===== src/hdl/bucketed_hash_index_probing_top_macros.svh =====
// Assertion helpers shared by the hash index RTL.
// Both macros sample on the rising edge of clk and are disabled while rst is high.
`ifndef BUCKETED_HASH_INDEX_PROBING_TOP_MACROS_SVH
`define BUCKETED_HASH_INDEX_PROBING_TOP_MACROS_SVH

// Same-cycle implication: whenever ante holds, cons must hold.
`define BHIP_ASSERT_IMPL(lbl, ante, cons) \
  lbl: assert property (@(posedge clk) disable iff (rst) (ante) |-> (cons)) \
    else $error("hash index assertion failed");

// Next-cycle implication: whenever ante holds, cons must hold in the next cycle.
`define BHIP_ASSERT_NEXT(lbl, ante, cons) \
  lbl: assert property (@(posedge clk) disable iff (rst) (ante) |=> (cons)) \
    else $error("hash index assertion failed");

`endif


===== src/hdl/bhip_ram.sv =====
module bhip_ram #(
  parameter int WIDTH = 8,
  parameter int DEPTH = 16
) (
  input  logic                                   clk,
  input  logic                                   we,
  input  logic [((DEPTH > 1) ? $clog2(DEPTH) : 1)-1:0] waddr,
  input  logic [WIDTH-1:0]                       wdata,
  input  logic [((DEPTH > 1) ? $clog2(DEPTH) : 1)-1:0] raddr,
  output logic [WIDTH-1:0]                       rdata
);

  logic [WIDTH-1:0] mem [DEPTH];

  // One write port and one registered read port.
  always_ff @(posedge clk) begin
    if (we) begin
      mem[waddr] <= wdata;
    end
    rdata <= mem[raddr];
  end

endmodule


===== config.mk =====
export PLATFORM = sky130hd
export DESIGN_NAME = bhip_ram
export DESIGN_NICKNAME = d
export VERILOG_FILES = /design/src/hdl/bucketed_hash_index_probing_top_macros.svh /design/src/hdl/bhip_ram.sv
export SDC_FILE = /design/constraint.sdc
export NUM_CORES = 1
export LEC_CHECK = 0
export BUFFER_PORTS_ARGS = -buffer_cell sky130_fd_sc_hd__buf_2
export CORE_AREA = 3 3 109 111
export DETAILED_ROUTE_END_ITERATION = 12
export DIE_AREA = 0 0 112 114
export MAX_ROUTING_LAYER = met4
export PLACE_DENSITY = 0.6
export SETUP_SLACK_MARGIN = 0.2
export SYNTH_ARGS = -nofsm -noshare
export SYNTH_HDL_FRONTEND = slang
export SYNTH_SLANG_ARGS = --single-unit

===== constraint.sdc =====
create_clock -name clk -period 2.1 [get_ports clk]
set_input_delay 0 -clock clk [delete_from_list [all_inputs] [get_ports clk]]
set_output_delay 0 -clock clk [all_outputs]
set_load 0.01 [all_outputs]

# After elaboration in Yosys (flattened, before gate mapping)
# Memory sizes are Yosys's and may differ from the RTL's. A register that Yosys moved wholly into a read port is not among the register bits.
# Index checks and enable logic that the tools add are counted.
# op_classes
mux,2
# ops
cell,n
$mux W1,2
# totals
wordCells,3
mem_bits_rw,128
output_inout_bits,8
ff_bits,0
in_bits,18
memories,1
# mem_list
name,depth,width,read_ports,rd_ports_with_merged_regs,wr,line,text
mem,16,8,1,1,1,bhip_ram.sv:13,logic [WIDTH-1:0] mem [DEPTH];

# Depth between registers and ports, before layout
# depth
ltp_word,2
mapped_depth,5

# Worst setup path after synthesis
# Ideal clock, no wire load.
# synth_timing
kind,in2reg
startpoint,input port waddr[2] in the netlist's numbering
endpoint,"memory mem[0][0], enable pin"
arrival_ns,1.110
path_stages,2
required_time_ns,1.717
slack_ns,0.607
n_path_buf,0
path_cell_list,or3b_2 > nor3_1
# synth_rtl
item,line,text
"start, declared",bhip_ram.sv:7,"input logic [((DEPTH > 1) ? $clog2(DEPTH) : 1)-1:0] waddr,"
"end, declared",bhip_ram.sv:13,
# No word-level cell before the write port.

==> results by group <==
Synth
  – Share of synthesized cell area in and, or, nand and nor gates: 0.0318
  – Count of flip-flops with a built-in enable after synthesis: 128
  – Total standard cell area after synthesis: 0.00515 mm2
  – Cell types with the highest counts after synthesis: sky130_fd_sc_hd__edfxtp_1, sky130_fd_sc_hd__mux4_2, sky130_fd_sc_hd__a22oi_1
  – Cell types occupying the most area after synthesis: sky130_fd_sc_hd__edfxtp_1, sky130_fd_sc_hd__mux4_2, sky130_fd_sc_hd__mux4_1
  – Total number of yosys warnings: 0
  – Cell count after synthesis: 229
  – Synthesized area per cell: 22.5 um2
  – Combinational family with the most area after synthesis: multiplexers
  – Adder and majority cell fraction of the synthesized area: 0
  – Flip-flop and latch count after synthesis: 136
  – Sequential element share of the synthesized area: 0.778
  – Number of distinct library cell variants in the gate-level netlist after synthesis: 19
  – Most frequent cell after synthesis: sky130_fd_sc_hd__edfxtp_1
  – Synth area leader: sky130_fd_sc_hd__edfxtp_1
  – Multiplexer area fraction after synthesis: 0.150
  – Most used flip-flop cell after synthesis: sky130_fd_sc_hd__edfxtp_1
  – Synth Area in Compound Gates: 0.0233
  – Share of flip-flops with an asynchronous set or reset: 0
  – Xor and xnor area share after synthesis: 0
  – Post-Synthesis Net Count: 247
  – Top cell type's share of synthesized area: 0.747

CTS
  – Buffers from clock root to sink, at most: 2
  – Total of cells resized after clock tree synthesis: 0
  – Number of buffers inserted during clock tree synthesis: 17
  – TritonCTS clock tree: yes
  – Clk slew on worst S/H paths: 0.06 ns
  – Buffer type at the clock tree root: sky130_fd_sc_hd__clkbuf_8
  – Clock latency of the later-clocked register in the worst-skew pair: 0.50 ns
  – Clock net sink count: 136
  – Number of H-tree levels: 4
  – Post-CTS repair timing setup buffer count: 0

Placement
  – Detailed placer's ending HPWL: 6040 um
  – Number of cells in the design after placement: 403
  – Post-DP Area: 0.00553 mm2
  – Weighted congestion at the end of routability-driven global placement: 0.724
  – Buffers on Ports: 25

Min path
  – Worst min-delay path category: in -> reg
  – Hold Path Stages: 3

Global route
  – Number of antenna violations at the first check in global routing: 0
  – Via count of the first global-routing pass: 2532
  – Global-route wire length before repair: 15000 um
  – All-Layer GR Usage: 0.168
  – Pin count of the biggest net entering global routing: 33
  – GR Layer Usage met3: 0.0387
  – Remaining global-route overflow: 0
  – Grt met1 use: 0.220
  – GR met2 Demand/Resource: 0.263
  – Peak-usage layer in the global routing report: met2

STA
  – Worst max-slew margin expressed relative to the limit: 0.479
  – Final worst hold slack: 0.0613 ns
  – Final hold violation count: 0
  – Post-route fraction of the period consumed by the critical path: 0.672
  – Final Critical Period: 1.41 ns
  – Setup_tns: 0 ns
  – Actual transition at the worst max-transition pin: 0.778 ns
  – Setup repair after global routing missed its margin: false
  – Clock skew: 0.00777 ns
  – Final slew viol count: 0
  – Final number of setup-violating endpoints: 0
  – Achievable Freq: 0.709 GHz

Setup path
  – Kind of critical path: reg -> reg
  – Data arrival time of the worst path: 1.79 ns
  – Endpoint class of the critical path: flip-flop
  – Required @ worst endpoint: 2.47 ns
  – Maximum net fanout on the critical path: 1
  – Highest-delay cell along the critical path: sky130_fd_sc_hd__mux4_1
  – Cell-by-cell trace of the critical path: mux4_1 -> a22oi_1 -> nand2_1
  – Critical path's top delay family: multiplexers
  – Count of buffer and inverter cells on the critical path: 0
  – Crit start category: flip-flop
  – Depth of the worst register-to-register path: 3
  – Slowest Stage Delay on Critical Path: 0.51 ns
  – Logic depth of the worst path, buffers included: 3

Floorplan
  – Row Count: 38
  – Core area: 0.0109 mm2
  – Starting utilization of the core area: 0.473
  – Die outline area: 0.0128 mm2
  – Die Height: 114 um
  – Die outline width: 112 um
  – Number of ports placed on the die boundary: 26

Layout
  – Fraction of layout instances using a drive strength above 1: 0.310
  – Antenna diodes: 0
  – Count of placed standard cells in the final layout, fillers left out: 443
  – Final Net Count: 308
  – Final Instance Area: 0.00627 mm2
  – Area delta synth->final: 21.9%

Power
  – Reg power frac: 0.464
  – Clock power frac: 0.491
  – Static leakage power: 2.15 nW
  – Combinational share of power: 0.044
  – Worst supply voltage drop on vdd: 0.441 mV
  – Total power density per cell area: 1050 mW/mm2
  – Switching part of the total power: 0.187
  – Internal power of the cells: 0.00535 W
  – Net switching power: 0.00123 W

Detailed routing
  – Total wirelength of the detailed-routed design: 9700 um
  – Routed length per placed instance: 21.9 um
  – Router iterations before antenna repair: 4
  – Overall via count from detail_route: 2447
  – Starting DRT DRC Count: 143
  – Post-route ant nets: 0
  – Number of remaining DRC errors: 0
  – Post-DR vias/cell: 5.52

Status
  – Run status: complete, no violations

Flow run
  – Max Cap Violations: 0
==> worst paths after layout <==
path	startpoint	slack (ns)	endpoint
max	mem[9][1]$_DFFE_PP_	0.69	rdata[1]$_DFF_P_
min	waddr[0]	0.06	mem[0][5]$_DFFE_PP_
min reg2reg	mem[6][5]$_DFFE_PP_	0.68	rdata[5]$_DFF_P_
max reg2reg	mem[9][1]$_DFFE_PP_	0.69	rdata[1]$_DFF_P_
==> logic make-up (layout without fill, tap and decap cells) <==
kind of cell           count (synthesis)  in the layout
buffers and inverters                 10             84
flip-flops                           136            136
AND/OR/NAND/NOR                       35             35
AO/OA/AOI/OAI                         16             16
multiplexers                          32             32
==> power groups by stage <==
stage	Combinational (W)	Clock (W)	Sequential [W]
2_1_floorplan	0.000154	0	0.00311
5_1_grt	0.000321	0.00341	0.00306
6_report	0.000293	0.00323	0.00305
3_3_place_gp	0.000285	0	0.00311
3_5_place_dp	0.000289	0	0.00311
4_1_cts	0.000300	0.00327	0.00306
==> layout by cell type, fill, tap and decap left out <==
cell / instances
sky130_fd_sc_hd__nand3_1: 1
sky130_fd_sc_hd__or3b_2: 1
sky130_fd_sc_hd__nor3_1: 4
sky130_fd_sc_hd__nor2_1: 13
sky130_fd_sc_hd__nor2b_1: 1
sky130_fd_sc_hd__a22oi_1: 16
sky130_fd_sc_hd__nand2_1: 9
sky130_fd_sc_hd__nand3b_1: 2
sky130_fd_sc_hd__bufinv_16: 5
sky130_fd_sc_hd__nand2b_1: 2
sky130_fd_sc_hd__buf_4: 17
sky130_fd_sc_hd__mux4_1: 14
sky130_fd_sc_hd__clkbuf_16: 16
sky130_fd_sc_hd__buf_2: 25
sky130_fd_sc_hd__clkbuf_8: 5
sky130_fd_sc_hd__clkinv_4: 2
sky130_fd_sc_hd__dlygate4sd3_1: 8
sky130_fd_sc_hd__and2_1: 1
sky130_fd_sc_hd__edfxtp_1: 128
sky130_fd_sc_hd__clkbuf_1: 1
sky130_fd_sc_hd__mux4_2: 18
sky130_fd_sc_hd__and2b_1: 1
sky130_fd_sc_hd__buf_12: 2
sky130_fd_sc_hd__clkinvlp_4: 3
sky130_fd_sc_hd__dfxtp_1: 8
==> metrics by stage <==
| stage | worst slack (ns) | utilization | power (W) |
|---|---|---|---|
| 2_1_floorplan | 0.607 | - | 0.00327 |
| 3_3_place_gp | 0.598 | 0.508 | 0.00339 |
| 3_5_place_dp | 0.612 | 0.508 | 0.00340 |
| 4_1_cts | 0.669 | 0.576 | 0.00663 |
| 5_1_grt | 0.616 | 0.576 | 0.00679 |
| 6_report | 0.689 | 0.576 | 0.00658 |
==> layer usage <==
metal	part of all wire	routed length [um]	up-vias
met5	0	0	-
met3	0.043	417	9
met4	0.012	121	0
met2	0.51	4960	52
li1	-	-	1096
met1	0.43	4210	1290
==> worst reg2reg max path, cell delays in order, from the launching register on <==
cell	delay [ns]
sky130_fd_sc_hd__edfxtp_1	0.38
sky130_fd_sc_hd__mux4_1	0.51
sky130_fd_sc_hd__a22oi_1	0.30
sky130_fd_sc_hd__nand2_1	0.10
==> flip-flops by register name, summed over array words and instances (netlist names) <==
| name | cells |
|---|---|
| mem | 128 |
| rdata | 8 |
==> layout make-up <==
cell class	instances	area, um2
multi-input combinational	83	1060
timing repair buffer	52	373
fill	777	4620
sequential	136	4000
clock buffer	22	473
clock inverter	10	190
tap	140	175
==> timing repair <==
item                                    CTS  global route
endpoints found under the setup margin    0             0
endpoints found under the hold margin   128             0
hold buffers                              8             0
Note: power is estimated with default switching activity, not from simulation.
