## config.mk

```make
export PLATFORM = sky130hd
export DESIGN_NAME = bhip_front
export DESIGN_NICKNAME = d
export VERILOG_FILES = /design/src/hdl/bucketed_hash_index_probing_top_macros.svh /design/src/hdl/bhip_pkg.sv /design/src/hdl/bhip_front.sv
export SDC_FILE = /design/constraint.sdc
export NUM_CORES = 1
export LEC_CHECK = 0
export BUFFER_PORTS_ARGS = -buffer_cell sky130_fd_sc_hd__clkbuf_2
export CAP_MARGIN = 20
export CORE_MARGIN = 2
export CORE_UTILIZATION = 24
export CTS_CLUSTER_DIAMETER = 100
export DETAILED_ROUTE_END_ITERATION = 7
export PLACE_DENSITY = 0.47
export SLEW_MARGIN = 20
export SYNTH_ARGS = -nofsm -noshare
export SYNTH_HDL_FRONTEND = slang
export SYNTH_SLANG_ARGS = --single-unit
```

## constraint.sdc

```tcl
create_clock -name clk -period 7 [get_ports clk]
set_clock_uncertainty 0.2 [all_clocks]
set_input_delay 1.05 -clock clk [delete_from_list [all_inputs] [get_ports clk]]
set_output_delay 1.05 -clock clk [all_outputs]
set_load 0.05 [all_outputs]
```

## src/hdl/bucketed_hash_index_probing_top_macros.svh

```systemverilog
// Assertion helpers shared by the hash index RTL.
// Both macros sample on the rising edge of clk and are disabled while rst is high.
`ifndef BUCKETED_HASH_INDEX_PROBING_TOP_MACROS_SVH
`define BUCKETED_HASH_INDEX_PROBING_TOP_MACROS_SVH

// Same-cycle implication: whenever ante holds, cons must hold.
`define BHIP_ASSERT_IMPL(lbl, ante, cons) \
  lbl: assert property (@(posedge clk) disable iff (rst) (ante) |-> (cons)) \
    else $error("hash index assertion failed");

// Next-cycle implication: whenever ante holds, cons must hold in the next cycle.
`define BHIP_ASSERT_NEXT(lbl, ante, cons) \
  lbl: assert property (@(posedge clk) disable iff (rst) (ante) |=> (cons)) \
    else $error("hash index assertion failed");

`endif

```

## src/hdl/bhip_pkg.sv

```systemverilog
package bhip_pkg;

  // Table geometry.
  localparam int BUCKETS = 1024;
  localparam int SLOTS = 2;
  localparam int BUCKET_W = $clog2(BUCKETS);
  localparam int SLOT_W = (SLOTS > 1) ? $clog2(SLOTS) : 1;

  // Field widths.
  localparam int KIND_W = 2;
  localparam int KEY_W = 31;
  localparam int OFFSET_W = 32;
  localparam int STATUS_W = 2;
  localparam int COUNT_W = 11;
  localparam int LIMIT_W = 11;
  localparam int TAG_W = 2;
  localparam int ENTRY_W = KEY_W + OFFSET_W;
  localparam int TAG_ROW_W = SLOTS * TAG_W;
  localparam int DATA_ROW_W = SLOTS * ENTRY_W;

  // Multiplicative hash: the fraction is the low FRAC_W bits of key * HASH_MUL.
  localparam int FRAC_W = 24;
  localparam logic [FRAC_W-1:0] HASH_MUL = 24'd10368890;

  // Largest usable probe limit.
  localparam logic [LIMIT_W-1:0] LIMIT_MAX = 11'd1024;

  // Request queue between the front and the back.
  localparam int QUEUE_DEPTH = 2;
  localparam int QPTR_W = $clog2(QUEUE_DEPTH);

  // Operation codes on the kind port.
  localparam logic [KIND_W-1:0] KIND_INSERT = 2'd0;
  localparam logic [KIND_W-1:0] KIND_SEARCH = 2'd1;
  localparam logic [KIND_W-1:0] KIND_DELETE = 2'd2;

  // Result status codes.
  localparam logic [STATUS_W-1:0] ST_DONE = 2'd0;
  localparam logic [STATUS_W-1:0] ST_NOT_FOUND = 2'd1;
  localparam logic [STATUS_W-1:0] ST_FULL = 2'd2;

  // Slot tags.
  localparam logic [TAG_W-1:0] TAG_EMPTY = 2'd0;
  localparam logic [TAG_W-1:0] TAG_LIVE = 2'd1;
  localparam logic [TAG_W-1:0] TAG_TOMB = 2'd2;

  // Configuration register indexes.
  localparam int CFG_INDEX_W = 1;
  localparam logic [CFG_INDEX_W-1:0] CFG_PROBE_MODE = 1'b0;
  localparam logic [CFG_INDEX_W-1:0] CFG_PROBE_LIMIT = 1'b1;

  // Decoded operation.
  typedef enum logic [1:0] {
    OP_INSERT = 2'd0,
    OP_SEARCH = 2'd1,
    OP_DELETE = 2'd2
  } op_t;

  // One classified request waiting for the probe engine.
  typedef struct packed {
    op_t                 op;
    logic [KEY_W-1:0]    key;
    logic [OFFSET_W-1:0] offset;
    logic [BUCKET_W-1:0] home;
  } req_t;

  // One finished result.
  typedef struct packed {
    logic [STATUS_W-1:0] status;
    logic [OFFSET_W-1:0] found_offset;
    logic [BUCKET_W-1:0] bucket;
    logic [SLOT_W-1:0]   slot;
    logic [COUNT_W-1:0]  count;
  } result_t;

  // Effective configuration seen by the probe engine.
  typedef struct packed {
    logic               quadratic;
    logic [LIMIT_W-1:0] limit;
  } cfg_t;

  // Write side of the bucket memories.
  typedef struct packed {
    logic                  tag_we;
    logic                  data_we;
    logic [BUCKET_W-1:0]   waddr;
    logic [TAG_ROW_W-1:0]  tag_wdata;
    logic [DATA_ROW_W-1:0] data_wdata;
  } ram_wr_t;

endpackage

```

## src/hdl/bhip_front.sv

```systemverilog
module bhip_front
  import bhip_pkg::*;
(
  input  logic                clk,
  input  logic                rst,
  input  logic                start,
  input  logic [KIND_W-1:0]   kind,
  input  logic [KEY_W-1:0]    key,
  input  logic [OFFSET_W-1:0] record_offset,
  input  logic                clearing,
  input  logic                q_full,
  output logic                busy,
  output logic                push,
  output req_t                push_req
);

  logic             stage_valid;
  req_t             stage_req;
  logic             accept;
  op_t              op_dec;
  logic [FRAC_W-1:0] frac;

  // Only the low fraction bits of the product are needed, so the key is cut to match.
  assign frac = key[FRAC_W-1:0] * HASH_MUL;

  // Kind three is treated as a search.
  always_comb begin
    unique case (kind)
      KIND_INSERT: op_dec = OP_INSERT;
      KIND_DELETE: op_dec = OP_DELETE;
      default:     op_dec = OP_SEARCH;
    endcase
  end

  // The stage frees up when its request moves into the queue.
  assign push = stage_valid && !q_full;
  assign busy = clearing || (stage_valid && q_full);
  assign accept = start && !busy;
  assign push_req = stage_req;

  always_ff @(posedge clk) begin
    if (rst) begin
      stage_valid <= 1'b0;
    end else if (accept) begin
      stage_valid <= 1'b1;
    end else if (push) begin
      stage_valid <= 1'b0;
    end
  end

  // Classified request with its home bucket taken from the top fraction bits.
  always_ff @(posedge clk) begin
    if (accept) begin
      stage_req.op <= op_dec;
      stage_req.key <= key;
      stage_req.offset <= record_offset;
      stage_req.home <= frac[FRAC_W-1 -: BUCKET_W];
    end
  end

endmodule

```

Word-level counts from Yosys, hierarchy flattened
Cells that the tools add are included.
Widths: inputs -> output; s select.

word-level totals
  bits in registers = 76
  input bits = 70
  logic and storage cells = 18

operators by class
  eq/ne operators = 1
  multiply operators = 1
  reductions and logical operators = 8
  mux-type cells = 3

operators by type and width
  operator                number
  $mul 24x23->23 const B  1
  $pmux 2 s2              1
  $logic_and 1x1->1       3
  $eq 2x2->1 const B      1
  $logic_not 1->1         2
  $logic_not 2->1         1
  $mux 1                  2
  $reduce_bool 2->1       1
  $logic_or 1x1->1        1

Depth between registers and ports, before layout
  depth in word-level cells = 5
  mapped depth = 22
  gate-level depth less buffers = 22

Worst setup path after synthesis
No wires, ideal clock.

  path type = input -> register
  start point = in key[5]
  end point = reg stage_req (netlist bit push_req[9]) (data pin)
  path buffers = 0
  library setup time = 260 ps
  data required time = 6,540 ps
  data arrival time = 5,632 ps
  setup slack = 908 ps
  stages on the path = 18
  path through = fa_1 ha_1 inv_1 fa_1 inv_1 ha_1 fa_1 fa_1 inv_1 fa_1 inv_1 ha_1 a21o_1 a21o_1 a22o_1 a221o_1 a221oi_2 xnor2_1

between the ends
  longest elaborated chain between the ends = 1

ends and longest elaborated chain
  what                line              source
  start: declaration  bhip_front.sv:8   input logic [KEY_W-1:0] key,
  $mul 24x23->23      bhip_front.sv:24  assign frac = key[FRAC_W-1:0] * HASH_MUL;
  via frac[23]        bhip_front.sv:21  logic [FRAC_W-1:0] frac;
  end: declaration    bhip_front.sv:18  req_t stage_req;

The timed path passes the listed nets, and every way through them passes these cells.
A chain may end at the register's enable or synchronous reset.

Worst setup path after layout
  start point = in key[11]
  end point = reg stage_req (netlist bit push_req[9]) (data pin)

The elaborated chain is that of the path after synthesis.

==> results.md <==
- Initial core utilization: 24.19%
- Via count: 4733
- Asr flop ratio synth: 0%
- Design area: 0.009163 sq mm
- Min-Delay Startpoint: stage_valid
- Synth Flop Type: edfxtp_1
- EDFF count, synth: 75
- Remaining DRCs: 0
- Count leader, synth: inv_1
- Worst Path Arrival: 6.23 ns
- Sequential share of the synthesized area: 29.92%
- WP data required: 6.88 ns
- Antenna diode count: 0
- Resized Gates After CTS: 0
- Clock-pin slew on the worst setup and hold paths: 0.06 ns
- Hold crit path type: reg2reg
- RSZ-0062 raised after global routing: false
- Number of CTS-inserted buffers: 9
- Warnings from Yosys: 0
- Reg2reg setup slack: 4.82 ns
- Yosys top cell by area: edfxtp_1
- Post-Syn Instances: 630
- Ports: 147
- Hold Path Sink: stage_valid
- Final #Nets: 1101
- Total core area: 0.03139 sq mm
- Status: complete, no violations
- Commonest cells in the netlist: inv_1 (207), ha_1 (127), fa_1 (108)
- CTS H-tree lvls: 3
- Final Hold Fails: 0
- Setup tns final: 0 ns
- DR pass1 iterations: 4
- Setup violations, final: 0
- Later-pin clock latency in the skew report: 0.34 ns
- Placed cells: 1187
- Routability congestion estimate from global placement: 0.7739
- HPWL Detailed: 14800 um
- Clock Sinks: 76
- Drt total wl: 17490 um
- Max Transition Viols Final: 0
- Clock Root Buffer: clkbuf_16
- Reg2reg end: push_req[43]
- Largest buffer count on any clock path: 2
- CP max FO: 9
- Relative slew slack: 49.09%
- Cell Count, Final, Fillers Out: 1203
- Register-to-Register Path Depth: 3
- I/O Buffers: 146
- Netlist Area Pre-Place: 0.007595 sq mm
- Crit start category: input port
- Synth Area per Inst: 12.06 sq um
- DR vias/cell: 3.934
- Die area: 0.03308 sq mm
- CTS tree: yes
- Die Y: 181.9 um
- Worst R2R Start: stage_valid
- Vias in the first global route: 5090
- Total gr overflow: 0
- Synth top area cells: edfxtp_1 (30%), fa_1 (28%), ha_1 (21%)
- Critical path class: in2reg
- Layout cells sized above 1: 21.35%
- CP Capture Type: flop
- Post-synth net total: 935
- Top cell type's share of synthesized area: 29.65%
- Routed len/inst: 14.54 um
- Unique masters post-synth: 32
- All-Layer GR Usage: 11.29%
- Row count: 65
- Hold slack: 0.3076 ns
- Fmax achieved: 157.6 MHz
- Hold Path Stages: 2
- Die X: 181.9 um
- Share of the clock period used by the worst path: 90.67%
- Synthesis-stage register bit count: 76
- Cell Area, Placed: 0.008902 sq mm
- P&R area growth vs syn: 20.64%
- Slew @ Worst Pin: 0.7636 ns
- Antenna violations before repair: 0
- Setup bufs post-CTS: 0
- Min cycle time layout: 6.347 ns
- DRT iter0 DRCs: 118
- First-pass GRT wire length: 28110 um
- Maxcap violations: 0
- Cts-stage hold buffer count: 0
- Largest net degree at the start of global routing: 57
- Antenna viol nets, final: 0
how the worst max path moves through the flow:
stage / start / endpoint / cells past startpoint
global placement: key[5] / push_req[5] / 19
finish: key[11] / push_req[9] / 18
CTS: key[11] / push_req[5] / 18
global route: key[11] / push_req[5] / 18
floorplan: key[5] / push_req[9] / 18
detailed placement: key[5] / push_req[5] / 19
placed cells by master (no fill, tap or decap), types with 7 or more instances in the layout:
cell type / n
nand2_1: 7
fa_1: 108
clkbuf_16: 9
inv_1: 207
ha_1: 127
xnor2_1: 28
buf_4: 10
a21oi_1: 15
o21ai_0: 7
clkbuf_2: 146
xor2_1: 17
edfxtp_1: 75
area by class of cell:
cell class / instances / area (sq um)
repair buffers: 156 / 805.8
multi-input cells: 346 / 4544
flip-flops and latches: 76 / 2272
inverters: 207 / 777.0
clock buffers: 11 / 232.7
clock inverters: 5 / 27.53
well taps: 402 / 503.0
fillers: 3284 / 22230
kinds of logic (layout without fill, tap and decap cells):
logic type,after synthesis,count (layout),share of synthesized area (%)
AND/OR/NAND/NOR,27,27,1.829
buffers and inverters,208,379,10.28
flip-flops,76,76,29.92
AO/OA/AOI/OAI,39,39,3.394
adder cells (fa/ha/maj),235,235,49.39
XOR/XNOR,45,45,5.189
registers in the layout (all words and copies together), names as in the netlist:
| name | count |
|---|---|
| push_req | 75 |
| stage_valid | 1 |
routing by layer:
metal,track usage [%],vias up,part of all wire [%]
met2,18.87,105,48
met1,14.59,2318,46
met5,0,-,0
met4,3.871,0,2.0
li1,-,2294,-
met3,2.266,16,4.1
worst max-delay path, cell delays in order:
cell      delay (ns)
clkbuf_2        0.33
fa_1            0.49
ha_1            0.28
inv_1           0.05
fa_1            0.52
inv_1           0.05
fa_1            0.43
fa_1            0.47
fa_1            0.54
inv_1           0.05
fa_1            0.47
inv_1           0.05
ha_1            0.32
a21oi_1         0.14
o21ai_0         0.12
a221o_1         0.47
a221oi_2        0.30
xnor2_1         0.09
metrics by stage:
stage / setup slack (ns) / utilization [%]
floorplan: 0.9079 / -
global placement: 0.2904 / 28.36
detailed placement: 0.2358 / 28.36
CTS: 0.6258 / 29.19
global route: 0.3470 / 29.19
finish: 0.6533 / 29.19
Power is not shown: default switching activity piles up to over one toggle a cycle in this logic, so the estimate is an artifact.
