File: src/hdl/bucketed_hash_index_probing_top_macros.svh
// Assertion helpers shared by the hash index RTL.
// Both macros sample on the rising edge of clk and are disabled while rst is high.
`ifndef BUCKETED_HASH_INDEX_PROBING_TOP_MACROS_SVH
`define BUCKETED_HASH_INDEX_PROBING_TOP_MACROS_SVH

// Same-cycle implication: whenever ante holds, cons must hold.
`define BHIP_ASSERT_IMPL(lbl, ante, cons) \
  lbl: assert property (@(posedge clk) disable iff (rst) (ante) |-> (cons)) \
    else $error("hash index assertion failed");

// Next-cycle implication: whenever ante holds, cons must hold in the next cycle.
`define BHIP_ASSERT_NEXT(lbl, ante, cons) \
  lbl: assert property (@(posedge clk) disable iff (rst) (ante) |=> (cons)) \
    else $error("hash index assertion failed");

`endif

File: src/hdl/bhip_pkg.sv
package bhip_pkg;

  // Table geometry.
  localparam int BUCKETS = 1024;
  localparam int SLOTS = 2;
  localparam int BUCKET_W = $clog2(BUCKETS);
  localparam int SLOT_W = (SLOTS > 1) ? $clog2(SLOTS) : 1;

  // Field widths.
  localparam int KIND_W = 2;
  localparam int KEY_W = 31;
  localparam int OFFSET_W = 32;
  localparam int STATUS_W = 2;
  localparam int COUNT_W = 11;
  localparam int LIMIT_W = 11;
  localparam int TAG_W = 2;
  localparam int ENTRY_W = KEY_W + OFFSET_W;
  localparam int TAG_ROW_W = SLOTS * TAG_W;
  localparam int DATA_ROW_W = SLOTS * ENTRY_W;

  // Multiplicative hash: the fraction is the low FRAC_W bits of key * HASH_MUL.
  localparam int FRAC_W = 24;
  localparam logic [FRAC_W-1:0] HASH_MUL = 24'd10368890;

  // Largest usable probe limit.
  localparam logic [LIMIT_W-1:0] LIMIT_MAX = 11'd1024;

  // Request queue between the front and the back.
  localparam int QUEUE_DEPTH = 2;
  localparam int QPTR_W = $clog2(QUEUE_DEPTH);

  // Operation codes on the kind port.
  localparam logic [KIND_W-1:0] KIND_INSERT = 2'd0;
  localparam logic [KIND_W-1:0] KIND_SEARCH = 2'd1;
  localparam logic [KIND_W-1:0] KIND_DELETE = 2'd2;

  // Result status codes.
  localparam logic [STATUS_W-1:0] ST_DONE = 2'd0;
  localparam logic [STATUS_W-1:0] ST_NOT_FOUND = 2'd1;
  localparam logic [STATUS_W-1:0] ST_FULL = 2'd2;

  // Slot tags.
  localparam logic [TAG_W-1:0] TAG_EMPTY = 2'd0;
  localparam logic [TAG_W-1:0] TAG_LIVE = 2'd1;
  localparam logic [TAG_W-1:0] TAG_TOMB = 2'd2;

  // Configuration register indexes.
  localparam int CFG_INDEX_W = 1;
  localparam logic [CFG_INDEX_W-1:0] CFG_PROBE_MODE = 1'b0;
  localparam logic [CFG_INDEX_W-1:0] CFG_PROBE_LIMIT = 1'b1;

  // Decoded operation.
  typedef enum logic [1:0] {
    OP_INSERT = 2'd0,
    OP_SEARCH = 2'd1,
    OP_DELETE = 2'd2
  } op_t;

  // One classified request waiting for the probe engine.
  typedef struct packed {
    op_t                 op;
    logic [KEY_W-1:0]    key;
    logic [OFFSET_W-1:0] offset;
    logic [BUCKET_W-1:0] home;
  } req_t;

  // One finished result.
  typedef struct packed {
    logic [STATUS_W-1:0] status;
    logic [OFFSET_W-1:0] found_offset;
    logic [BUCKET_W-1:0] bucket;
    logic [SLOT_W-1:0]   slot;
    logic [COUNT_W-1:0]  count;
  } result_t;

  // Effective configuration seen by the probe engine.
  typedef struct packed {
    logic               quadratic;
    logic [LIMIT_W-1:0] limit;
  } cfg_t;

  // Write side of the bucket memories.
  typedef struct packed {
    logic                  tag_we;
    logic                  data_we;
    logic [BUCKET_W-1:0]   waddr;
    logic [TAG_ROW_W-1:0]  tag_wdata;
    logic [DATA_ROW_W-1:0] data_wdata;
  } ram_wr_t;

endpackage

File: src/hdl/bhip_queue.sv
module bhip_queue
  import bhip_pkg::*;
(
  input  logic clk,
  input  logic rst,
  input  logic push,
  input  req_t push_req,
  input  logic pop,
  output req_t head,
  output logic empty,
  output logic full
);

  req_t              entries [QUEUE_DEPTH];
  logic [QPTR_W-1:0] wr_ptr;
  logic [QPTR_W-1:0] rd_ptr;
  logic [QPTR_W:0]   fill;

  assign empty = (fill == '0);
  assign full = (fill == (QPTR_W + 1)'(QUEUE_DEPTH));
  assign head = entries[rd_ptr];

  // Pointers and fill level.
  always_ff @(posedge clk) begin
    if (rst) begin
      wr_ptr <= '0;
      rd_ptr <= '0;
      fill <= '0;
    end else begin
      if (push) begin
        wr_ptr <= wr_ptr + QPTR_W'(1);
      end
      if (pop) begin
        rd_ptr <= rd_ptr + QPTR_W'(1);
      end
      if (push && !pop) begin
        fill <= fill + (QPTR_W + 1)'(1);
      end else if (pop && !push) begin
        fill <= fill - (QPTR_W + 1)'(1);
      end
    end
  end

  // Entry storage.
  always_ff @(posedge clk) begin
    if (push) begin
      entries[wr_ptr] <= push_req;
    end
  end

endmodule

File: config.mk
export PLATFORM = sky130hd
export DESIGN_NAME = bhip_queue
export DESIGN_NICKNAME = d
export VERILOG_FILES = /design/src/hdl/bucketed_hash_index_probing_top_macros.svh /design/src/hdl/bhip_pkg.sv /design/src/hdl/bhip_queue.sv
export SDC_FILE = /design/constraint.sdc
export NUM_CORES = 1
export LEC_CHECK = 0
export BUFFER_PORTS_ARGS = -buffer_cell sky130_fd_sc_hd__clkbuf_2
export CORE_AREA = 8 8 85 162
export CTS_CLUSTER_DIAMETER = 80
export CTS_CLUSTER_SIZE = 30
export DETAILED_ROUTE_END_ITERATION = 8
export DIE_AREA = 0 0 93 170
export HOLD_SLACK_MARGIN = 0.12
export PLACE_DENSITY = 0.75
export SLEW_MARGIN = 20
export SYNTH_ARGS = -nofsm -noshare
export SYNTH_HDL_FRONTEND = slang
export SYNTH_SLANG_ARGS = --single-unit
File: constraint.sdc
create_clock -name clk -period 5.3 [get_ports clk]
set_input_delay 0.53 -clock clk [delete_from_list [all_inputs] [get_ports clk]]
set_output_delay 0.53 -clock clk [all_outputs]
set_load 0.1 [all_outputs]
* Word-level counts from Yosys, hierarchy flattened
Memories as Yosys holds them, arrays and structs flattened. A register that Yosys moved wholly into a read port is not among the register bits. Cells that the tools add are included.
Storage, ports and cells: bits in writable memories 150, input port bits 79, output and inout bits 77, bits in registers 4, memories kept 1, word-level logic and storage cells 21
Memory list:
- entries | words 2, width 75, read ports 1, clocked after Yosys merged registers in 1, write ports 1, line bhip_queue.sv:14 | req_t entries [QUEUE_DEPTH];
Operators by class: muxes and demuxes 6, reduce and logical (&&, ||, !) cells 6, add/sub/neg operators 4, eq/ne operators 1
Operator list (number):
- 1-bit 2-to-1 mux | 4
- 2-bit 2-to-1 mux | 2
- 1-bit adder, second input constant | 2
- 2-bit by 1-bit adder with 2-bit output, second input constant | 1
- 2-bit equality test, second input constant | 1
- 1-bit logical AND | 2
- 1-bit logical NOT | 2
- 2-bit logical NOT | 1
- 2-bit nonzero test | 1
- 2-bit by 1-bit subtractor with 2-bit output, second input constant | 1

* Logic depth before layout (Yosys ltp)
depth after elaboration 4, gate-level depth with buffers 5, mapped depth without buffers 5

* Least setup slack after synthesis
OpenSTA, ideal clock, no wires.
path kind input-to-reg, from input push, to memory entries[0][0] (netlist bit) (enable), slack 0.968 ns, required time 4.782 ns, cell stages on the path 1, library setup time 0.518 ns, path buffers 0, arrival time 3.814 ns, path through nor2b_1
On the way: word-level cells in the longest chain between the ends 2
RTL lines:
- start: declaration | line bhip_queue.sv:6 | input logic push,
- 1-bit 2-to-1 mux | line bhip_queue.sv:46 | if (push) begin
- 1-bit 2-to-1 mux (implied by the code) | line bhip_queue.sv:47 | entries[wr_ptr] <= push_req;
- end: declaration | line bhip_queue.sv:14
No other way between the ends.

==> flow_summary.json <==
{
  "synth_top_area_cell": "edfxtp_1",
  "crit_arrival_ns": 2.25,
  "ys_warn_count": 0,
  "synth_cell_types": 17,
  "ant_nets": 0,
  "finalHoldViolations": 0,
  "critPathMaxFanout": 75,
  "p_comb_share_pct": 22.1,
  "synthTopCellsByArea": "edfxtp_1 (80%), mux2_2 (15%), dfxtp_1 (1.8%)",
  "antenna_found_initial": 0,
  "p_sw_share_pct": 32.7,
  "min_to": "entries[0][11]",
  "synth_top_area_share_pct": 80.0,
  "start_kind": "flop",
  "cts_sinks": 155,
  "rows": 56,
  "routed_wl_mm": 11.1,
  "pre_cts_slack_ns": 2.78,
  "synth-seq-area-share_pct": 81.8,
  "die_x_um": 93,
  "syn_to_final_growth_pct": 25.5,
  "dp_hpwl_mm": 7.71,
  "drive_gt1_share_pct": 60.8,
  "synth_seq_cells": 155,
  "numCtsBuffers": 17,
  "grt_pass1_vias": 3205,
  "drc_errors": 0,
  "cts.repair.resized": 0,
  "p_switching_w": 0.00107,
  "fmax_mhz": 360,
  "outcome": "finished, final reports clean",
  "post_cts_buffers": 0,
  "start_util_pct": 48.4,
  "postCtsHoldBufs": 0,
  "seqPwrFrac_pct": 45.0,
  "wl_per_cell_um": 19.1,
  "worst_setup_path_end_kind": "output port",
  "synth_most_common_cell": "edfxtp_1",
  "rsz0062_at_grt": "no",
  "ctsLongestPathBuffers": 2,
  "setup_ws_ns": 2.52,
  "finalSetupViolations": 0,
  "vias": 2906,
  "r2r_cells": 2,
  "synth.avg_cell_area_um2": 22.1,
  "tns_ns": 0,
  "rr_endpoint": "entries[0][5]",
  "period_needed_ns": 2.78,
  "ir_worst_vdd_v": 0.000287,
  "critPathMaxStageDelay_ns": 0.98,
  "synth_edf_count": 150,
  "synth_flop_cell": "edfxtp_1",
  "grt_pass1_wl_mm": 16.3,
  "clockPowerShare_pct": 32.9,
  "maxCapViolCount": 0,
  "dieHeight_um": 170,
  "dieArea_um2": 15800,
  "drv_slew": 0,
  "synthTopCellsByCount": "edfxtp_1 (150), mux2_2 (75), buf_6 (5), dfxtp_1 (5), nor2_1 (5)",
  "max_slew_margin_pct": 30.8,
  "criticalPathCategory": "reg2out",
  "root_buffer": "clkbuf_16",
  "antenna_cells": 0,
  "gp_congestion": 0.729,
  "clk_latency_ns": 0.40,
  "whs_path_depth": 1,
  "worst_slew_pin_slew_ns": 1.04,
  "hold_ws_ns": 0.309,
  "syn_nets": 335,
  "coreArea_um2": 11600,
  "clock_skew_ns": 0.00629,
  "rr_startpoint": "wr_ptr",
  "firstDrtPassIters": 4,
  "clk_pin_slew_ns": 0.06,
  "nNetsFinal": 502,
  "r2r_slack_ns": 3.19,
  "intPower_w": 0.00220,
  "grtUsageTotal_pct": 14.2,
  "grt_max_degree": 76,
  "slowest_stage": "dfxtp_4",
  "io_pins": 156,
  "port_buffers": 155,
  "synth_area_um2": 5630,
  "fin_crit_sh_pct": 52.4,
  "required_ns": 4.77,
  "power.density_nw_per_um2": 462,
  "cts_max_level": 4,
  "min-delay-start": "push_req[11]",
  "crit_chain": "mux2_2 -> clkbuf_2",
  "cts_tree": "built",
  "grt.overflow.total": 0,
  "routed_via_density": 5.02,
  "min_path_type": "in2reg",
  "first_iter_violations": 186,
  "synth_cells": 255,
  "p_leak_nw": 2.70,
  "async_flop_share_pct": 0
}
[metrics by stage]
| step | cells | utilization [%] | power (W) | area, µm² |
|---|---|---|---|---|
| after floorplan | 255 | - | 0.00210 | 5630 |
| after global placement | 548 | 56.2 | 0.00221 | 6540 |
| after detailed placement | 548 | 56.2 | 0.00222 | 6540 |
| after CTS | 579 | 60.8 | 0.00331 | 7070 |
| after global routing | 579 | 60.8 | 0.00338 | 7070 |
| final | 579 | 60.8 | 0.00327 | 7070 |
[power groups by stage]
stage	clock (W)	combinational [W]	sequential [W]
floorplan	0	0.000628	0.00147
global placement	0	0.000722	0.00149
detailed placement	0	0.000727	0.00150
CTS	0.00110	0.000729	0.00147
global route	0.00116	0.000743	0.00148
finish	0.00107	0.000721	0.00147
[kinds of logic after synthesis]
logic type / count (synthesis) / synth area share, %
adders and majority gates: 1 / 0.222
DFF: 155 / 81.8
AOI/OAI and AO/OA: 2 / 0.178
muxes: 75 / 15.0
and+or+nand+nor: 9 / 0.822
xor gates and xnor gates: 4 / 0.622
buffers and inverters: 9 / 1.38
[worst max-delay path, delay by kind of cell (launching register included)]
kind	cells	cell delay, ns
buf+inv	1	0.37
flops	1	0.98
mux	1	0.43
[worst max path at each step]
stage | start | endpoint | slack (ns) | cells past startpoint
global placement | push | entries[0][27] | 2.86 | 3
finish | flop | head[10] | 2.52 | 2
detailed placement | push | entries[0][27] | 2.78 | 3
floorplan | push | entries[0][0] | 0.97 | 1
global route | flop | head[60] | 2.38 | 2
CTS | flop | head[46] | 2.44 | 2
[flip-flops by register name, indices dropped and copies added (netlist names), named ones only]
name,count
entries,150
rd_ptr,1
fill,2
wr_ptr,1
[cell type report]
type                    instances  area (µm²)
fillers                       922        4560
flip-flops and latches        155        4610
clock inverters                13         103
multi-input cells              91         958
clock buffers                  18         429
well taps                     145         181
inverters                       1        3.75
repair buffers                156         783
[layer usage]
metal / up-vias / track usage (%) / wire length [µm]
li1: 1342 / - / -
met1: 1447 / 11.7 / 3440
met2: 97 / 26.9 / 6540
met3: 20 / 5.25 / 704
met4: 0 / 9.11 / 376
met5: - / 0 / 0
[placed cells by master, fill, tap and decap left out]
master / Yosys / final
ha_1: 1 / 1
a21oi_1: 1 / 1
xor2_1: 2 / 2
nor2b_4: 0 / 1
dfxtp_1: 5 / 4
mux2_2: 75 / 75
clkbuf_16: 0 / 17
edfxtp_1: 150 / 150
and2b_2: 1 / 1
o21ai_0: 1 / 1
bufinv_16: 0 / 1
clkinvlp_4: 0 / 1
clkbuf_1: 0 / 1
dfxtp_4: 0 / 1
clkinv_1: 0 / 1
clkinv_4: 0 / 2
and2_4: 0 / 1
inv_6: 0 / 1
clkinv_2: 0 / 7
buf_4: 1 / 1
inv_1: 1 / 1
or3_1: 1 / 1
xnor2_1: 2 / 2
nor2_1: 5 / 5
clkbuf_2: 0 / 155
Note: power is estimated with default switching activity, not from simulation.
