## src/hdl/bucketed_hash_index_probing_top_macros.svh

```systemverilog
// Assertion helpers shared by the hash index RTL.
// Both macros sample on the rising edge of clk and are disabled while rst is high.
`ifndef BUCKETED_HASH_INDEX_PROBING_TOP_MACROS_SVH
`define BUCKETED_HASH_INDEX_PROBING_TOP_MACROS_SVH

// Same-cycle implication: whenever ante holds, cons must hold.
`define BHIP_ASSERT_IMPL(lbl, ante, cons) \
  lbl: assert property (@(posedge clk) disable iff (rst) (ante) |-> (cons)) \
    else $error("hash index assertion failed");

// Next-cycle implication: whenever ante holds, cons must hold in the next cycle.
`define BHIP_ASSERT_NEXT(lbl, ante, cons) \
  lbl: assert property (@(posedge clk) disable iff (rst) (ante) |=> (cons)) \
    else $error("hash index assertion failed");

`endif

```

## src/hdl/bhip_pkg.sv

```systemverilog
package bhip_pkg;

  // Table geometry.
  localparam int BUCKETS = 1024;
  localparam int SLOTS = 2;
  localparam int BUCKET_W = $clog2(BUCKETS);
  localparam int SLOT_W = (SLOTS > 1) ? $clog2(SLOTS) : 1;

  // Field widths.
  localparam int KIND_W = 2;
  localparam int KEY_W = 31;
  localparam int OFFSET_W = 32;
  localparam int STATUS_W = 2;
  localparam int COUNT_W = 11;
  localparam int LIMIT_W = 11;
  localparam int TAG_W = 2;
  localparam int ENTRY_W = KEY_W + OFFSET_W;
  localparam int TAG_ROW_W = SLOTS * TAG_W;
  localparam int DATA_ROW_W = SLOTS * ENTRY_W;

  // Multiplicative hash: the fraction is the low FRAC_W bits of key * HASH_MUL.
  localparam int FRAC_W = 24;
  localparam logic [FRAC_W-1:0] HASH_MUL = 24'd10368890;

  // Largest usable probe limit.
  localparam logic [LIMIT_W-1:0] LIMIT_MAX = 11'd1024;

  // Request queue between the front and the back.
  localparam int QUEUE_DEPTH = 2;
  localparam int QPTR_W = $clog2(QUEUE_DEPTH);

  // Operation codes on the kind port.
  localparam logic [KIND_W-1:0] KIND_INSERT = 2'd0;
  localparam logic [KIND_W-1:0] KIND_SEARCH = 2'd1;
  localparam logic [KIND_W-1:0] KIND_DELETE = 2'd2;

  // Result status codes.
  localparam logic [STATUS_W-1:0] ST_DONE = 2'd0;
  localparam logic [STATUS_W-1:0] ST_NOT_FOUND = 2'd1;
  localparam logic [STATUS_W-1:0] ST_FULL = 2'd2;

  // Slot tags.
  localparam logic [TAG_W-1:0] TAG_EMPTY = 2'd0;
  localparam logic [TAG_W-1:0] TAG_LIVE = 2'd1;
  localparam logic [TAG_W-1:0] TAG_TOMB = 2'd2;

  // Configuration register indexes.
  localparam int CFG_INDEX_W = 1;
  localparam logic [CFG_INDEX_W-1:0] CFG_PROBE_MODE = 1'b0;
  localparam logic [CFG_INDEX_W-1:0] CFG_PROBE_LIMIT = 1'b1;

  // Decoded operation.
  typedef enum logic [1:0] {
    OP_INSERT = 2'd0,
    OP_SEARCH = 2'd1,
    OP_DELETE = 2'd2
  } op_t;

  // One classified request waiting for the probe engine.
  typedef struct packed {
    op_t                 op;
    logic [KEY_W-1:0]    key;
    logic [OFFSET_W-1:0] offset;
    logic [BUCKET_W-1:0] home;
  } req_t;

  // One finished result.
  typedef struct packed {
    logic [STATUS_W-1:0] status;
    logic [OFFSET_W-1:0] found_offset;
    logic [BUCKET_W-1:0] bucket;
    logic [SLOT_W-1:0]   slot;
    logic [COUNT_W-1:0]  count;
  } result_t;

  // Effective configuration seen by the probe engine.
  typedef struct packed {
    logic               quadratic;
    logic [LIMIT_W-1:0] limit;
  } cfg_t;

  // Write side of the bucket memories.
  typedef struct packed {
    logic                  tag_we;
    logic                  data_we;
    logic [BUCKET_W-1:0]   waddr;
    logic [TAG_ROW_W-1:0]  tag_wdata;
    logic [DATA_ROW_W-1:0] data_wdata;
  } ram_wr_t;

endpackage

```

## src/hdl/bhip_back.sv

```systemverilog
module bhip_back
  import bhip_pkg::*;
(
  input  logic                  clk,
  input  logic                  rst,
  input  cfg_t                  cfg,
  input  req_t                  head,
  input  logic                  q_empty,
  output logic                  pop,
  output logic                  clearing,
  output logic [BUCKET_W-1:0]   raddr,
  input  logic [TAG_ROW_W-1:0]  tag_row,
  input  logic [DATA_ROW_W-1:0] data_row,
  output ram_wr_t               ram_wr,
  output logic                  done,
  output result_t               result
);

  typedef enum logic [2:0] {
    S_CLEAR = 3'b001,
    S_IDLE  = 3'b010,
    S_EVAL  = 3'b100
  } state_t;

  state_t              state;
  logic [BUCKET_W-1:0] clear_cnt;
  req_t                cur;
  logic [BUCKET_W-1:0] cur_bucket;
  logic [COUNT_W-1:0]  step;

  logic [SLOTS-1:0]    is_empty;
  logic [SLOTS-1:0]    is_hit;
  logic [SLOT_W-1:0]   empty_slot;
  logic [SLOT_W-1:0]   hit_slot;
  logic [SLOT_W-1:0]   sel_slot;
  logic [OFFSET_W-1:0] hit_offset;
  logic                finish_ok;
  logic                finish_miss;
  logic                at_limit;
  logic                finish;
  logic [BUCKET_W-1:0] incr;
  logic [BUCKET_W-1:0] bucket_next;
  logic [TAG_W-1:0]    new_tag;

  assign clearing = (state == S_CLEAR);
  assign pop = (state == S_IDLE) && !q_empty;

  // Classify the slots of the bucket just read; the lowest slot wins.
  always_comb begin
    is_empty = '0;
    is_hit = '0;
    empty_slot = '0;
    hit_slot = '0;
    hit_offset = '0;
    for (int s = SLOTS - 1; s >= 0; s--) begin
      is_empty[s] = (tag_row[s*TAG_W +: TAG_W] == TAG_EMPTY);
      is_hit[s] = (tag_row[s*TAG_W +: TAG_W] == TAG_LIVE) &&
                  (data_row[s*ENTRY_W +: KEY_W] == cur.key);
      if (is_empty[s]) begin
        empty_slot = SLOT_W'(s);
      end
      if (is_hit[s]) begin
        hit_slot = SLOT_W'(s);
        hit_offset = data_row[s*ENTRY_W + KEY_W +: OFFSET_W];
      end
    end
  end

  // Decide how this bucket ends the walk. A match beats an empty slot in the same bucket.
  assign finish_ok = (cur.op == OP_INSERT) ? (|is_empty) : (|is_hit);
  assign finish_miss = (cur.op != OP_INSERT) && !(|is_hit) && (|is_empty);
  assign at_limit = (step == cfg.limit);
  assign finish = finish_ok || finish_miss || at_limit;
  assign sel_slot = (cur.op == OP_INSERT) ? empty_slot : hit_slot;
  assign new_tag = (cur.op == OP_INSERT) ? TAG_LIVE : TAG_TOMB;

  // Next probe bucket: step c to c+1 adds 1 (linear) or 2c+1 (quadratic), wrapping.
  assign incr = cfg.quadratic ? {step[BUCKET_W-2:0], 1'b1} : BUCKET_W'(1);
  assign bucket_next = cur_bucket + incr;

  // Both memories are read at the home bucket on a pop and at the next bucket otherwise.
  assign raddr = (state == S_IDLE) ? head.home : bucket_next;

  // Row write-back: the clearing pass zeroes tags; a delete hit or an insert rewrites one slot.
  always_comb begin
    ram_wr.tag_wdata = tag_row;
    ram_wr.data_wdata = data_row;
    for (int s = 0; s < SLOTS; s++) begin
      if (sel_slot == SLOT_W'(s)) begin
        ram_wr.tag_wdata[s*TAG_W +: TAG_W] = new_tag;
        ram_wr.data_wdata[s*ENTRY_W +: ENTRY_W] = {cur.offset, cur.key};
      end
    end
    if (clearing) begin
      ram_wr.tag_wdata = '0;
    end
    ram_wr.waddr = clearing ? clear_cnt : cur_bucket;
    ram_wr.tag_we = clearing ||
                    ((state == S_EVAL) && finish_ok && (cur.op != OP_SEARCH));
    ram_wr.data_we = (state == S_EVAL) && finish_ok && (cur.op == OP_INSERT);
  end

  // Control: clearing pass, then one bucket per cycle for each request.
  always_ff @(posedge clk) begin
    if (rst) begin
      state <= S_CLEAR;
      clear_cnt <= '0;
      done <= 1'b0;
    end else begin
      done <= 1'b0;
      unique case (state)
        S_CLEAR: begin
          clear_cnt <= clear_cnt + BUCKET_W'(1);
          if (clear_cnt == BUCKET_W'(BUCKETS - 1)) begin
            state <= S_IDLE;
          end
        end
        S_IDLE: begin
          if (!q_empty) begin
            state <= S_EVAL;
          end
        end
        S_EVAL: begin
          if (finish) begin
            done <= 1'b1;
            state <= S_IDLE;
          end
        end
        default: begin
          state <= S_IDLE;
        end
      endcase
    end
  end

  // Request and walk registers, and the result register.
  always_ff @(posedge clk) begin
    if (pop) begin
      cur <= head;
      cur_bucket <= head.home;
      step <= '0;
    end else if ((state == S_EVAL) && !finish) begin
      cur_bucket <= bucket_next;
      step <= step + COUNT_W'(1);
    end
    if ((state == S_EVAL) && finish) begin
      if (finish_ok) begin
        result.status <= ST_DONE;
      end else if (cur.op == OP_INSERT) begin
        result.status <= ST_FULL;
      end else begin
        result.status <= ST_NOT_FOUND;
      end
      result.found_offset <= (finish_ok && (cur.op != OP_INSERT)) ? hit_offset : '0;
      result.bucket <= finish_ok ? cur_bucket : '0;
      result.slot <= finish_ok ? sel_slot : '0;
      result.count <= step + COUNT_W'(1);
    end
  end

endmodule

```

## config.mk

```make
export PLATFORM = sky130hd
export DESIGN_NAME = bhip_back
export DESIGN_NICKNAME = d
export VERILOG_FILES = /design/src/hdl/bucketed_hash_index_probing_top_macros.svh /design/src/hdl/bhip_pkg.sv /design/src/hdl/bhip_back.sv
export SDC_FILE = /design/constraint.sdc
export NUM_CORES = 1
export LEC_CHECK = 0
export CAP_MARGIN = 20
export CORE_MARGIN = 1
export CORE_UTILIZATION = 30
export DETAILED_ROUTE_END_ITERATION = 16
export DONT_BUFFER_PORTS = 1
export PLACE_DENSITY_LB_ADDON = 0.08
export SYNTH_ARGS = -nofsm -noshare
export SYNTH_HDL_FRONTEND = slang
export SYNTH_SLANG_ARGS = --single-unit
```

## constraint.sdc

```tcl
create_clock -name clk -period 4.4 [get_ports clk]
set_clock_uncertainty 0.2 [all_clocks]
set_input_delay 0.66 -clock clk [delete_from_list [all_inputs] [get_ports clk]]
set_output_delay 0.66 -clock clk [all_outputs]
set_load 0.005 [all_outputs]
```

-- Word level (Yosys, flattened, before mapping)
Index checks and enable logic that the tools add are counted.
- register bits after elaboration: 156
- word-level logic and storage cells: 81
- input port bits: 220
- output and inout port bits: 211
- bitwise logic cells: 1
- muxes and demuxes: 25
- reductions and logical operators: 26
- equality and inequality tests: 13
- add/sub/neg operators: 3
- operator list (operator ; number):
    63-bit 2-to-1 mux ; 2
    32-bit 2-to-1 mux ; 2
    31-bit == test ; 2
    10-bit 2-to-1 mux ; 5
    11-bit by 1-bit adder with 11-bit output (second input constant) ; 1
    11-bit == test ; 1
    1-bit logical AND ; 11
    10-bit by 1-bit adder with 10-bit output (second input constant) ; 1
    10-bit adder ; 1
    10-bit == test (second input constant) ; 1
    3-bit 2-to-1 mux ; 3
    3-bit one-hot mux with 3 select lines ; 1
    2-bit 2-to-1 mux ; 4
    1-bit 2-to-1 mux ; 7
    2-bit zero test ; 3
    2-bit OR reduction ; 3
    2-bit by 1-bit == test with 1-bit output (second input constant) ; 2
    4-bit 2-to-1 mux ; 1
    2-bit by 1-bit inequality test with 1-bit output (second input constant) ; 2
    2-bit inequality test (second input constant) ; 2
    2-bit nonzero test ; 2
    3-bit by 1-bit == test with 1-bit output (second input constant) ; 1
    3-bit by 2-bit == test with 1-bit output (second input constant) ; 1
    3-bit == test (second input constant) ; 1
    4 further kinds ; 8

-- Longest topological paths before layout
- word-level depth: 12
- depth in mapped cells: 9
- depth with buffers taken out: 9

-- Least setup slack after synthesis
No wires, ideal clock.
- path kind: in2reg
- from: input data_row[72]
- to: register result[0] (netlist name), enable pin
- data required time: 3.782 ns
- cell stages on the path: 6
- library setup time: 0.418 ns
- path buffers: 0
- setup slack: 0.505 ns
- arrival: 3.277 ns
- path through: xor2_1 > nor4_1 > nand3_1 > or4_1 > a21oi_2 > o21a_1
- word-level cells in the longest chain between the ends: 9
- elaborated cells between the ends (all ways): 10
- classes of those cells: eq/ne (1); mux (1); reduce/logical (8)
- ends and longest elaborated chain (item ; line ; source):
    start, declared ; bhip_back.sv:13 ; input logic [DATA_ROW_W-1:0] data_row,
    31-bit == test * ; bhip_back.sv:58 ; (data_row[s*ENTRY_W +: KEY_W] == cur.key);
    1-bit logical AND * ; bhip_back.sv:57 ; is_hit[s] = (tag_row[s*TAG_W +: TAG_W] == TAG_LIVE) &&
    2-bit OR reduction * ; bhip_back.sv:70, bhip_back.sv:71 ;
    1-bit zero test ; bhip_back.sv:71 ; assign finish_miss = (cur.op != OP_INSERT) && !(|is_hit) && (|is_empty);
    1-bit logical AND (2 in series) ; bhip_back.sv:71 ;
    1-bit logical OR * (2 in series) ; bhip_back.sv:73 ; assign finish = finish_ok || finish_miss || at_limit;
    1-bit logical AND * ; bhip_back.sv:146 ; if ((state == S_EVAL) && finish) begin
    end, declared ; bhip_back.sv:16 ; output result_t result
Mark *: on every way between the ends. The rest lies on a longest branch, timed or not.
A chain may end at the register's enable or synchronous reset.

==> summary by stage <==
Status
The flow ran to the end, and the final reports show no timing, DRC or antenna violations.

Route
The first-pass iteration count of the detailed router is 5. Once detail routing completed, the nets flagged for antenna violations numbered 0. The count of unresolved DRC violations after routing is 0. The DRC violation total after the first TritonRoute iteration is 442. The routed wirelength normalized by instance count is 25.53 um. Wires add up to 31880 um.

The overall via count from detail_route is 6472. Using the TritonRoute via totals, the vias-per-cell ratio works out to 5.182.

Timing
The total setup violations reported at the end of the flow is 0. The number of hold violations in the final report is 0. The fmax is 239.1 MHz. At the pin with the least slew margin, the transition time is 687.5 ps. The number of pins exceeding their max-slew limit in the final report is 0.

The remaining max-slew budget at the tightest pin is 0.5417. Setup repair after global routing left no endpoint under its margin. The final critical delay including setup and external delays is 4182 ps. The accumulated negative setup slack is 0 ps. The share of the clock period used by the worst path after layout is 0.9504.

In the post-route analysis, the smallest setup slack over all paths is 218.4 ps.

Clock tree
The total clock buffers created by CTS is 17. The tree is rooted in a sky130_fd_sc_hd__clkbuf_16. The clock network latency to the later pin of the worst-skew pair is 430 ps. The clock net in this run drives a total of 156 sinks. The buffers inserted during post-CTS setup optimization is 0.

The clock passes through at most 2 buffers. The register clock-pin slew on the reported worst setup and hold paths is 70 ps. The maximum level of the CTS H-tree is 4. TritonCTS built the clock tree. The number of hold buffers added after CTS is 0.

GRT
The via count of the first global-routing pass came to 6397. Entering global routing, the biggest net connects 94 pins. The initial antenna violation count is 1. The final global-route overflow total is 0. For met2 alone, demand over resource in global routing was 0.3258. The global routing stage identified its most utilized layer as met2. In the global route stage, met3 resource usage came out at 0.05577. In the global route stage, met1 resource usage came out at 0.2149. In the global route stage, overall resource usage came out at 0.1840. The first global-routing pass estimated 41930 um of wire.

Worst setup path
The number of stages on the worst setup path is 8. The kind of cell adding the most delay to the critical path is simple AND/OR/NAND/NOR gates. In this run the worst path has a maximum fanout of 46.

Walking the worst path, the cells encountered are xor2_1 > nor4_1 > nand3_1 > or4_4 > nand3_2 > nand2_8 > clkbuf_16 > mux2_4. For the worst setup path, the data arrival time is 3320 ps. The setup path with the least slack is of type flip-flop to primary output. The worst setup path is captured at a primary output. The slowest stage cell on the critical path is sky130_fd_sc_hd__or4_4.

The worst setup path is launched from a flip-flop. The number of buffers and inverters on the critical path is 1. For this run, the slowest stage of the critical path takes 540 ps. Data on the critical path is required at its endpoint by 3540 ps.

Counting cells, the worst reg-to-reg path comes to 8.

Synth
In the synthesized netlist, the number of instances is 852. The number of synthesized flops with an enable pin is 131. In this run, distinct cell masters in the synthesized netlist total 48. Yosys printed 0 warnings. The post-synthesis net count is 1083. After synthesis, the share of flip-flops with an asynchronous set or reset is 0. The share of the Yosys chip area taken by registers is 0.4717. The dominant register cell in the synthesized netlist is sky130_fd_sc_hd__edfxtp_1. The cell area after synthesis is 0.009400 mm^2. The biggest area contributor in the post-synthesis netlist is sky130_fd_sc_hd__edfxtp_1. The post-synthesis register bit count is 156. A synthesized cell averages 11.03 um^2. Of the post-synthesis cell area, the dominant cell type holds 0.4185. Yosys attributes the largest share of cell area to sky130_fd_sc_hd__edfxtp_1 42%, sky130_fd_sc_hd__mux2_2 13%, sky130_fd_sc_hd__xor2_1 7.0%.

Placed design
The number of buffer cells added on primary ports is 0. Detailed placement ended at an HPWL of 24470 um. The minimum setup slack after placement is 377.6 ps. The last weighted congestion value of the routability-driven placer is 0.7995. After detailed placement, the total cell area comes to 0.009828 mm^2.

Power and ir drop
Summed over all cells, the static leakage comes to 3.797 nW. The power density over cell area is 352.4 mW/mm^2. The worst-case IR drop observed on VDD is 0.2483 mV.

Min path
In this run the worst hold path is classified as input pin to flip-flop. Counting instances, the worst hold path has a depth of 1.

Floorplanning
The area inside the core boundary is 0.03067 mm^2. In this run the core area contains 64 standard-cell rows. The initial standard-cell utilization of the core is 0.3065. The floorplan step defined a die boundary enclosing 0.03205 mm^2. The floorplan step set the die height to 179.0 um. The count of boundary I/O pins is 431.

From left edge to right edge, the die measures 179.0 um.

Layout
Compared with the post-synthesis result, the final layout area differs by 10.93%. The number of antenna diodes in the final layout is 0. Of the cells placed in the final design, the portion with a size suffix greater than 1 is 0.2263. The finished layout cell area is 0.01043 mm^2. The number of fill cells is 3053. The number of nets in the final layout is 1071.

Flow run
The max-cap violation count is 0.
[worst paths after layout]
| path | from | endpoint | slack, ps |
|---|---|---|---|
| worst min-delay path | rst | clear_cnt[9] | 100 |
| worst max register to register | cur[42] | cur_bucket[3] | 990 |
| worst min register to register | clear_cnt[9] | clear_cnt[9] | 300 |
| worst max-delay path | cur[70] | ram_wr[54] | 220 |
[timing repair]
| action | CTS | global route |
|---|---|---|
| resized for setup | 1 | 0 |
| gates cloned | 0 | 2 |
| pin swaps | 1 | 1 |
| setup endpoints to repair | 53 | 76 |
[metal layers]
layer	up-vias	wire [um]
met5	-	13
met4	2	327
met3	22	2498
met2	299	16380
met1	3126	12660
li1	3023	-
[layout by cell type, fill, tap and decap left out, types with 4 or more instances in the layout]
cell type,synthesis,final
sky130_fd_sc_hd__clkinv_4,0,4
sky130_fd_sc_hd__o21ai_0,52,52
sky130_fd_sc_hd__nor2_1,64,64
sky130_fd_sc_hd__nand4_1,14,14
sky130_fd_sc_hd__xor2_1,75,75
sky130_fd_sc_hd__o31ai_1,6,6
sky130_fd_sc_hd__mux2_2,107,107
sky130_fd_sc_hd__inv_1,38,37
sky130_fd_sc_hd__xnor2_1,21,21
sky130_fd_sc_hd__a21o_1,5,5
sky130_fd_sc_hd__mux2_4,29,29
sky130_fd_sc_hd__and2_1,53,53
sky130_fd_sc_hd__nand2b_1,7,7
sky130_fd_sc_hd__nor3_1,5,5
sky130_fd_sc_hd__or4_1,6,6
sky130_fd_sc_hd__clkbuf_16,0,19
sky130_fd_sc_hd__or3_1,7,7
sky130_fd_sc_hd__o311ai_0,4,4
sky130_fd_sc_hd__nand2_1,41,41
sky130_fd_sc_hd__nor4_1,6,6
sky130_fd_sc_hd__ha_1,10,10
sky130_fd_sc_hd__clkinv_2,0,4
sky130_fd_sc_hd__a21oi_1,21,21
sky130_fd_sc_hd__and3_1,7,7
sky130_fd_sc_hd__edfxtp_1,131,131
sky130_fd_sc_hd__dfxtp_1,25,25
sky130_fd_sc_hd__nand3_1,44,44
sky130_fd_sc_hd__buf_4,0,11
[Yosys cell counts, types with 3 or more instances]
| cell type | instances |
|---|---|
| sky130_fd_sc_hd__dfxtp_1 | 25 |
| sky130_fd_sc_hd__inv_1 | 38 |
| sky130_fd_sc_hd__mux2_4 | 29 |
| sky130_fd_sc_hd__xnor2_1 | 21 |
| sky130_fd_sc_hd__o311ai_0 | 4 |
| sky130_fd_sc_hd__nor4_1 | 6 |
| sky130_fd_sc_hd__buf_1 | 4 |
| sky130_fd_sc_hd__or4_1 | 6 |
| sky130_fd_sc_hd__nand3_1 | 44 |
| sky130_fd_sc_hd__buf_2 | 13 |
| sky130_fd_sc_hd__nand2b_1 | 7 |
| sky130_fd_sc_hd__a21o_1 | 5 |
| sky130_fd_sc_hd__mux2i_1 | 3 |
| sky130_fd_sc_hd__or3_1 | 7 |
| sky130_fd_sc_hd__mux2_2 | 107 |
| sky130_fd_sc_hd__and3_1 | 7 |
| sky130_fd_sc_hd__clkbuf_1 | 24 |
| sky130_fd_sc_hd__edfxtp_1 | 131 |
| sky130_fd_sc_hd__o21ai_0 | 52 |
| sky130_fd_sc_hd__nor3_1 | 5 |
| sky130_fd_sc_hd__nand2_1 | 41 |
| sky130_fd_sc_hd__nor3b_1 | 3 |
| sky130_fd_sc_hd__a21oi_1 | 21 |
| sky130_fd_sc_hd__ha_1 | 10 |
| sky130_fd_sc_hd__o31ai_1 | 6 |
| sky130_fd_sc_hd__nand4_1 | 14 |
| sky130_fd_sc_hd__buf_6 | 4 |
| sky130_fd_sc_hd__xor2_1 | 75 |
| sky130_fd_sc_hd__nor2_1 | 64 |
| sky130_fd_sc_hd__and2_1 | 53 |
[power by group]
group / internal (mW) / total [mW] / leakage (nW) / switching [mW]
logic: 0.229 / 0.482 / 2.05 / 0.254
registers: 1.66 / 1.75 / 1.47 / 0.0923
clock network: 0.778 / 1.44 / 0.273 / 0.663
[state kept, by name (all words and copies together) (netlist names)]
name	flops
cur_bucket	10
step	11
state	3
cur	65
done	1
clear_cnt	10
result	56
[metrics by stage]
step	instances	total power, mW	utilization	hold slack (ps)
4_1_cts	1247	3.723	0.3388	71.46
3_3_place_gp	1215	2.265	0.3205	277.2
3_5_place_dp	1215	2.268	0.3205	287.6
2_1_floorplan	852	2.139	-	257.1
6_report	1249	3.675	0.3400	97.55
5_1_grt	1249	3.832	0.3400	70.96
[layout make-up]
class | count | area (um^2) | share of cell area
clock buffer | 21 | 471.7 | 0.04524
clock inverter | 11 | 83.83 | 0.008039
inverter | 38 | 143.9 | 0.01380
multi-input combinational | 613 | 4643 | 0.4453
sequential | 156 | 4434 | 0.4252
tap | 396 | 495.5 | 0.04752
timing repair buffer | 14 | 155.1 | 0.01488
[cells by family (layout without fill, tap and decap cells)]
kind of cell,after synthesis,after routing,synth area share
flops,156,156,0.4717
simple gates,265,266,0.1449
buf+inv,84,84,0.03860
fa+ha+maj,11,11,0.01544
xor+xnor,96,96,0.08945
compound gates,101,101,0.06216
mux,139,139,0.1777
No activity file was read; power rests on OpenSTA's default activity.
